==> src/hw/rtl/ffba_pkg.sv <==
// Shared types and constants for the first-fit block allocator.
// No dependencies; imported by the allocator, its checker and the testbench.
package ffba_pkg;

  localparam int unsigned ArenaBytesDef  = 65536;
  localparam int unsigned HeaderBytesDef = 32;
  localparam int unsigned MaxBlocksDef   = 64;

  localparam logic FuncAlloc = 1'b0;
  localparam logic FuncFree  = 1'b1;

  typedef enum logic [1:0] {
    STATUS_DONE    = 2'd0,
    STATUS_IGNORED = 2'd1,
    STATUS_NOSPACE = 2'd2,
    STATUS_BADFREE = 2'd3
  } ffba_status_e;

  typedef enum logic [3:0] {
    S_IDLE,
    S_RD,
    S_CHK,
    S_SHUP,
    S_SHUP_WR,
    S_SUCC,
    S_SHDN,
    S_SHDN_WR,
    S_PRED,
    S_PRED_CHK,
    S_DONE
  } ffba_state_e;

  typedef struct packed {
    logic        func;
    logic [15:0] request_size;
    logic [15:0] free_address;
  } ffba_req_t;

  typedef struct packed {
    logic [15:0] payload_address;
    logic [1:0]  status;
    logic [16:0] segment_bytes;
    logic [16:0] free_bytes;
  } ffba_rsp_t;

endpackage

==> src/hw/rtl/ffba_ram.sv <==
// Generic single-write, single-read RAM with registered read data.
// No dependencies.
module ffba_ram #(
  parameter int unsigned WIDTH = 8,
  parameter int unsigned DEPTH = 64
) (
  input  logic                     clk_i,
  input  logic                     we_i,
  input  logic [$clog2(DEPTH)-1:0] waddr_i,
  input  logic [WIDTH-1:0]         wdata_i,
  input  logic [$clog2(DEPTH)-1:0] raddr_i,
  output logic [WIDTH-1:0]         rdata_o
);

  logic [WIDTH-1:0] mem_q [DEPTH];
  logic [WIDTH-1:0] rdata_q;

  always_ff @(posedge clk_i) begin
    if (we_i) begin
      mem_q[waddr_i] <= wdata_i;
    end
    rdata_q <= mem_q[raddr_i];
  end

  assign rdata_o = rdata_q;

endmodule

==> src/hw/rtl/first_fit_block_allocator.sv <==
// First-fit block allocator: sequencer over an address-ordered block table.
// Depends on ffba_pkg and ffba_ram.
//
//   channel | valid      | stall      | payload
//   --------+------------+------------+-----------------------
//   in      | in_valid_i | in_stall_o | in_req_i  (ffba_req_t)
//   out     | out_valid_o| out_stall_i| out_rsp_o (ffba_rsp_t)
//
// One item walks the table entries in order through the single
// registered-read table RAM (S_RD, then S_CHK per entry), and moves entries
// one by one (read, then write) when a split or merge opens or closes a slot.
// Zero-size and null requests skip the table. in_stall_o is high from
// transfer until the result is loaded into the output register.
// Reset clears the block count and totals; the table RAM needs no clearing.
// A stalled output holds; the next item may run and waits in S_DONE.
module first_fit_block_allocator
  import ffba_pkg::ffba_req_t;
  import ffba_pkg::ffba_rsp_t;
#(
  parameter int unsigned ARENA_BYTES  = ffba_pkg::ArenaBytesDef,
  parameter int unsigned HEADER_BYTES = ffba_pkg::HeaderBytesDef,
  parameter int unsigned MAX_BLOCKS   = ffba_pkg::MaxBlocksDef
) (
  input  logic      clk_i,
  input  logic      rst_ni,
  input  logic      in_valid_i,
  output logic      in_stall_o,
  input  ffba_req_t in_req_i,
  output logic      out_valid_o,
  input  logic      out_stall_i,
  output ffba_rsp_t out_rsp_o
);
  import ffba_pkg::*;

  localparam int unsigned CntW = $clog2(ARENA_BYTES + 1);
  localparam int unsigned VW   = ((CntW > 16) ? CntW : 16) + 2;
  localparam int unsigned IdW  = $clog2(MAX_BLOCKS);
  localparam int unsigned NW   = $clog2(MAX_BLOCKS + 1);
  localparam int unsigned EW   = 2 * VW + 1;

  localparam logic [VW-1:0] Hdr   = VW'(HEADER_BYTES);
  localparam logic [VW-1:0] Arena = VW'(ARENA_BYTES);
  localparam logic [NW-1:0] MaxN  = NW'(MAX_BLOCKS);
  localparam logic [NW-1:0] One   = NW'(1);

  ffba_state_e  state_q, state_d;
  logic [NW-1:0] i_q, i_d, j_q, j_d, n_q, n_d;
  logic [VW-1:0] seg_q, seg_d, free_q, free_d;
  logic          func_q, func_d;
  logic [VW-1:0] size_q, size_d, addr_q, addr_d;
  logic [VW-1:0] cur_start_q, cur_start_d, cur_len_q, cur_len_d;
  logic [VW-1:0] pay_q, pay_d;
  ffba_status_e  status_q, status_d;
  logic          pred_q, pred_d;
  logic          out_valid_q, out_valid_d;
  ffba_rsp_t     out_q, out_d;

  logic          we;
  logic [NW-1:0] waddr, raddr;
  logic [EW-1:0] wdata, rdata;
  logic          r_free;
  logic [VW-1:0] r_start, r_len, need;

  assign r_free  = rdata[EW-1];
  assign r_start = rdata[2*VW-1:VW];
  assign r_len   = rdata[VW-1:0];
  assign need    = size_q + Hdr;

  ffba_ram #(
    .WIDTH(EW),
    .DEPTH(MAX_BLOCKS)
  ) u_table (
    .clk_i  (clk_i),
    .we_i   (we),
    .waddr_i(waddr[IdW-1:0]),
    .wdata_i(wdata),
    .raddr_i(raddr[IdW-1:0]),
    .rdata_o(rdata)
  );

  assign in_stall_o  = (state_q != S_IDLE);
  assign out_valid_o = out_valid_q;
  assign out_rsp_o   = out_q;

  always_ff @(posedge clk_i or negedge rst_ni) begin
    if (!rst_ni) begin
      state_q     <= S_IDLE;
      n_q         <= '0;
      seg_q       <= '0;
      free_q      <= '0;
      out_valid_q <= 1'b0;
    end else begin
      state_q     <= state_d;
      n_q         <= n_d;
      seg_q       <= seg_d;
      free_q      <= free_d;
      out_valid_q <= out_valid_d;
    end
  end

  always_ff @(posedge clk_i) begin
    i_q         <= i_d;
    j_q         <= j_d;
    func_q      <= func_d;
    size_q      <= size_d;
    addr_q      <= addr_d;
    cur_start_q <= cur_start_d;
    cur_len_q   <= cur_len_d;
    pay_q       <= pay_d;
    status_q    <= status_d;
    pred_q      <= pred_d;
    out_q       <= out_d;
  end

  always_comb begin
    state_d     = state_q;
    i_d         = i_q;
    j_d         = j_q;
    n_d         = n_q;
    seg_d       = seg_q;
    free_d      = free_q;
    func_d      = func_q;
    size_d      = size_q;
    addr_d      = addr_q;
    cur_start_d = cur_start_q;
    cur_len_d   = cur_len_q;
    pay_d       = pay_q;
    status_d    = status_q;
    pred_d      = pred_q;
    out_d       = out_q;
    out_valid_d = out_valid_q && out_stall_i;
    we          = 1'b0;
    waddr       = i_q;
    wdata       = '0;
    raddr       = i_q;

    case (state_q)
      S_IDLE: begin
        if (in_valid_i) begin
          func_d   = in_req_i.func;
          size_d   = VW'(in_req_i.request_size);
          addr_d   = VW'(in_req_i.free_address);
          i_d      = '0;
          pay_d    = '0;
          status_d = STATUS_DONE;
          if ((in_req_i.func == FuncAlloc && in_req_i.request_size == '0) ||
              (in_req_i.func == FuncFree && in_req_i.free_address == '0)) begin
            status_d = STATUS_IGNORED;
            state_d  = S_DONE;
          end else begin
            state_d = S_RD;
          end
        end
      end
      S_RD: begin
        if (i_q == n_q) begin
          state_d = S_DONE;
          if (func_q == FuncFree) begin
            status_d = STATUS_BADFREE;
          end else if (n_q == MaxN || (seg_q + need) > Arena) begin
            status_d = STATUS_NOSPACE;
          end else begin
            // grow the segment at its top
            we     = 1'b1;
            waddr  = n_q;
            wdata  = {1'b0, seg_q, size_q};
            pay_d  = seg_q + Hdr;
            seg_d  = seg_q + need;
            n_d    = n_q + One;
          end
        end else begin
          state_d = S_CHK;
        end
      end
      S_CHK: begin
        if (func_q == FuncAlloc) begin
          if (r_free && r_len >= size_q) begin
            pay_d = r_start + Hdr;
            we    = 1'b1;
            if (r_len > need && n_q != MaxN) begin
              wdata       = {1'b0, r_start, size_q};
              cur_start_d = r_start + need;
              cur_len_d   = r_len - need;
              free_d      = free_q - need;
              j_d         = n_q;
              state_d     = S_SHUP;
            end else begin
              wdata   = {1'b0, r_start, r_len};
              free_d  = free_q - (r_len + Hdr);
              state_d = S_DONE;
            end
          end else begin
            i_d     = i_q + One;
            state_d = S_RD;
          end
        end else begin
          if (r_start + Hdr == addr_q) begin
            if (r_free) begin
              status_d = STATUS_BADFREE;
              state_d  = S_DONE;
            end else begin
              free_d      = free_q + r_len + Hdr;
              cur_start_d = r_start;
              cur_len_d   = r_len;
              pred_d      = 1'b0;
              raddr       = i_q + One;
              state_d     = (i_q + One < n_q) ? S_SUCC : S_PRED;
            end
          end else begin
            i_d     = i_q + One;
            state_d = S_RD;
          end
        end
      end
      S_SHUP: begin
        if (j_q > i_q + One) begin
          raddr   = j_q - One;
          state_d = S_SHUP_WR;
        end else begin
          we      = 1'b1;
          waddr   = i_q + One;
          wdata   = {1'b1, cur_start_q, cur_len_q};
          n_d     = n_q + One;
          state_d = S_DONE;
        end
      end
      S_SHUP_WR: begin
        we      = 1'b1;
        waddr   = j_q;
        wdata   = rdata;
        j_d     = j_q - One;
        state_d = S_SHUP;
      end
      S_SUCC: begin
        if (r_free) begin
          cur_len_d = cur_len_q + Hdr + r_len;
          j_d       = i_q + One;
          state_d   = S_SHDN;
        end else begin
          state_d = S_PRED;
        end
      end
      S_SHDN: begin
        if (j_q + One < n_q) begin
          raddr   = j_q + One;
          state_d = S_SHDN_WR;
        end else begin
          n_d     = n_q - One;
          state_d = pred_q ? S_DONE : S_PRED;
        end
      end
      S_SHDN_WR: begin
        we      = 1'b1;
        waddr   = j_q;
        wdata   = rdata;
        j_d     = j_q + One;
        state_d = S_SHDN;
      end
      S_PRED: begin
        if (i_q != '0) begin
          raddr   = i_q - One;
          state_d = S_PRED_CHK;
        end else begin
          we      = 1'b1;
          wdata   = {1'b1, cur_start_q, cur_len_q};
          state_d = S_DONE;
        end
      end
      S_PRED_CHK: begin
        we = 1'b1;
        if (r_free) begin
          // fold into predecessor, then drop entry i
          waddr   = i_q - One;
          wdata   = {1'b1, r_start, r_len + Hdr + cur_len_q};
          j_d     = i_q;
          pred_d  = 1'b1;
          state_d = S_SHDN;
        end else begin
          wdata   = {1'b1, cur_start_q, cur_len_q};
          state_d = S_DONE;
        end
      end
      S_DONE: begin
        if (!out_valid_q || !out_stall_i) begin
          out_d.payload_address = pay_q[15:0];
          out_d.status          = status_q;
          out_d.segment_bytes   = seg_q[16:0];
          out_d.free_bytes      = free_q[16:0];
          out_valid_d           = 1'b1;
          state_d               = S_IDLE;
        end
      end
      default: begin
        state_d = S_IDLE;
      end
    endcase
  end

endmodule

==> config.mk <==
export PLATFORM = sky130hd
export DESIGN_NAME = first_fit_block_allocator
export DESIGN_NICKNAME = d
export VERILOG_FILES = /design/src/hw/rtl/ffba_pkg.sv /design/src/hw/rtl/ffba_ram.sv /design/src/hw/rtl/first_fit_block_allocator.sv
export SDC_FILE = /design/constraint.sdc
export NUM_CORES = 2
export LEC_CHECK = 0
export ABC_AREA = 1
export BUFFER_PORTS_ARGS = -buffer_cell sky130_fd_sc_hd__buf_4
export CELL_PAD_IN_SITES_DETAIL_PLACEMENT = 1
export CELL_PAD_IN_SITES_GLOBAL_PLACEMENT = 2
export CORE_MARGIN = 1.5
export CORE_UTILIZATION = 40
export CTS_CLUSTER_DIAMETER = 40
export DETAILED_ROUTE_END_ITERATION = 8
export MAX_ROUTING_LAYER = met4
export PLACE_DENSITY_LB_ADDON = 0.1
export SYNTH_ARGS = -nofsm -noshare
export SYNTH_HDL_FRONTEND = slang
export SYNTH_HIERARCHICAL = 1
export SYNTH_SLANG_ARGS = --single-unit
export TNS_END_PERCENT = 30
==> constraint.sdc <==
create_clock -name clk_i -period 15.97 [get_ports clk_i]
set_input_delay 1.597 -clock clk_i [delete_from_list [all_inputs] [get_ports clk_i]]
set_output_delay 1.597 -clock clk_i [all_outputs]
set_load 0.005 [all_outputs]
==> flow_summary.json <==
{
  "synthXorXnorAreaFrac_pct": 0.686,
  "viasPerCell": 5.70,
  "hp-start": "pay_q[2]",
  "drive_gt1_share_pct": 10.8,
  "setup_violations": 0,
  "synth_ff_type": "edfxtp_1",
  "fmax_ghz": 0.112,
  "grt_pass1_vias": 89394,
  "portBuffers": 90,
  "gr-usage-met1_pct": 39.4,
  "grtUsageMet3_pct": 2.92,
  "crit_family": "simple AND/OR/NAND/NOR gates",
  "htree_levels": 5,
  "met2_usage_pct": 48.1,
  "ys_warn_count": 6,
  "worstPathArrival_ns": 9.87,
  "max_slew_margin_pct": 17.6,
  "finalClockSkew_ns": 0.0821,
  "grt_overflow": 0,
  "cts_tree": "yes",
  "cp_max_fo": 175,
  "synth-edff-count": 2652,
  "start_util_pct": 40.3,
  "synth_nets": 11033,
  "ys_types": 66,
  "cts.clk_slew.worst_paths_ns": 0.05,
  "cts_resized": 0,
  "totalWireLength_um": 439000,
  "cts_buffers": 447,
  "clk_path_buf_depth": 4,
  "ys_seq_elements": 2739,
  "dpl.hpwl_um": 249000,
  "drt-initial-drc-count": 7994,
  "postCtsSetupBuffers": 0,
  "synth_cells": 10793,
  "grt_max_degree": 183,
  "reg2regPathDepth": 29,
  "synthTopCellsByArea": "edfxtp_1 66%, nand2_1 11%, nand3_1 10%",
  "crit_slowest_cell": "dfxtp_1",
  "dr.pass1.iters": 6,
  "synth_top_area_cell": "edfxtp_1",
  "clk_latency_ns": 0.98,
  "reg2reg_to": "u_table/rdata_o[36]",
  "fill_cells": 31133,
  "die_w_um": 551,
  "endpoint_kind": "register",
  "hold_viol_final": 0,
  "synth_top_family_by_area": "simple AND/OR/NAND/NOR gates",
  "final_common_cell": "nand2_1",
  "syn_area_um2": 120000,
  "synth_mux_area_share_pct": 0.00835,
  "min_to": "out_rsp_o[38]",
  "crit_buf_inv": 6,
  "ant_nets": 0,
  "syn_avg_cell_area_um2": 11.1,
  "track_usage_pct": 29.5,
  "synth-seq-area-share_pct": 68.1,
  "drcViolationCount": 0,
  "final_nets": 11185,
  "rsz0062_at_grt": "no",
  "core_um2": 298000,
  "vias": 87153,
  "rows": 200,
  "final_cell_mix": "3380 x nand2_1, 2652 x edfxtp_1, 2426 x nand3_1, 453 x clkbuf_16, 327 x inv_1",
  "tns_ns": 0,
  "syn_to_final_growth_pct": 17.1,
  "r2r_slack_ns": 7.01,
  "yosys.area.top_type_share_pct": 66.4,
  "dieHeight_um": 551,
  "synth-compound-area-share_pct": 2.87,
  "wl_per_cell_um": 28.7,
  "holdPathStages": 0,
  "crit_top_cell": "nand2_1",
  "busiest_layer": "met2",
  "hold_path.class": "reg -> reg",
  "drv_slew": 0,
  "grt_first_pass_wirelength_um": 634000,
  "gp_congestion": 0.943,
  "cts_hold_buf": 0,
  "rr_startpoint": "u_table/rdata_o[24]",
  "antenna_found_initial": 22,
  "ctsRootBufferMaster": "clkbuf_16",
  "status": "completed",
  "crit_required_ns": 16.88,
  "cts.sinks": 2739,
  "cp-start-kind": "register",
  "synthArstFlopShare_pct": 1.75,
  "worst_pin_slew_ns": 1.24,
  "synth_fa_ha_area_share_pct": 2.19,
  "ios": 91,
  "period_share_pct": 56.1,
  "die_area_um2": 303000,
  "critical_path.max_stage_delay_ns": 1.11,
  "maxCapViolations": 0,
  "worst-setup-path-type": "reg -> reg",
  "yosys.area_share.simple_pct": 22.3,
  "period_minus_slack_ns": 8.96
}
-- registers in the layout, summed over array words and instances, names as in the netlist --
register	flops
addr_q	16
cur_len_q	19
cur_start_q	19
free_q	17
func_q	1
i_q	7
j_q	7
n_q	7
out_rsp_o	52
out_valid_o	1
pay_q	16
pred_q	1
seg_q	19
size_q	16
state_q	4
status_q	2
u_table/mem_q	2496
u_table/rdata_o	39
-- worst register-to-register path, delay by kind of cell (launching register included) --
kind	cells	cell delay [ns]
buf+inv	6	3.80
simple gates	22	3.53
fa+ha+maj	1	0.49
flops	1	1.11
-- per-stage QoR --
step	cells	worst slack, ns	hold WS [ns]	utilization, %	instance area [µm²]
floorplan	10793	8.00	0.400	-	120000
global placement	14435	7.23	0.402	42.0	125000
detailed placement	14435	7.22	0.406	42.0	125000
CTS	15274	7.23	0.401	47.2	140000
global route	15276	6.51	0.416	47.2	140000
finish	15279	7.01	0.409	47.2	140000
-- cells in the mapped netlist (9+ instances only) --
library cell	number
a21oi_1	189
o22ai_1	25
a31oi_1	15
o211ai_1	24
buf_2	304
buf_6	74
fa_1	12
xnor2_1	30
o31ai_1	9
o21bai_1	11
nand3_1	2433
edfxtp_1	2652
inv_1	329
buf_4	32
dfrtp_1	48
dfxtp_1	39
nor3_1	42
o21ai_2	18
ha_1	191
inv_2	9
xor2_1	64
nand4_1	48
clkbuf_1	147
buf_1	53
nand2_1	3381
nor4_1	19
a22oi_1	28
o21ai_0	202
o21ai_1	11
nor2_1	245
-- kinds of logic (layout without fill, tap and decap cells) --
kind of cell	Yosys count	in the layout
fa+ha+maj	203	203
buf+inv	956	1498
xor+xnor	94	94
compound gates	590	590
flops	2739	2739
other cells	0	5
mux	1	1
simple gates	6210	6210
-- worst max path at each step --
stage | start | endpoint | slack, ns | depth (start not counted)
finish | u_table/rdata_o[24] | u_table/rdata_o[36] | 7.01 | 29
global route | u_table/rdata_o[24] | u_table/rdata_o[36] | 6.51 | 29
CTS | size_q[7] | u_table/mem_q[41][5] | 7.23 | 26
detailed placement | u_table/rdata_o[24] | u_table/rdata_o[36] | 7.22 | 29
global placement | u_table/rdata_o[24] | u_table/rdata_o[36] | 7.23 | 27
floorplan | size_q[5] | u_table/mem_q[48][0] | 8.00 | 30
-- routing by layer --
layer  routed length, µm  vias up
met5                   0        -
met4               11100        0
met3               23900      654
met2              212000     2581
met1              191000    45305
li1                    -    38613
-- cell type report --
class                   count  area (µm²)  area share, %
multi-input cells        7098       34400           24.5
diodes                      5        12.5        0.00891
clock buffers             495       11500           8.20
well taps                3939        4930           3.51
inverters                 345        1340          0.951
flip-flops and latches   2739       81600           58.1
repair buffers            314        2520           1.79
clock inverters           344        4110           2.92
Power is not shown: default switching activity piles up to over one toggle a cycle in this logic, so the estimate is an artifact.
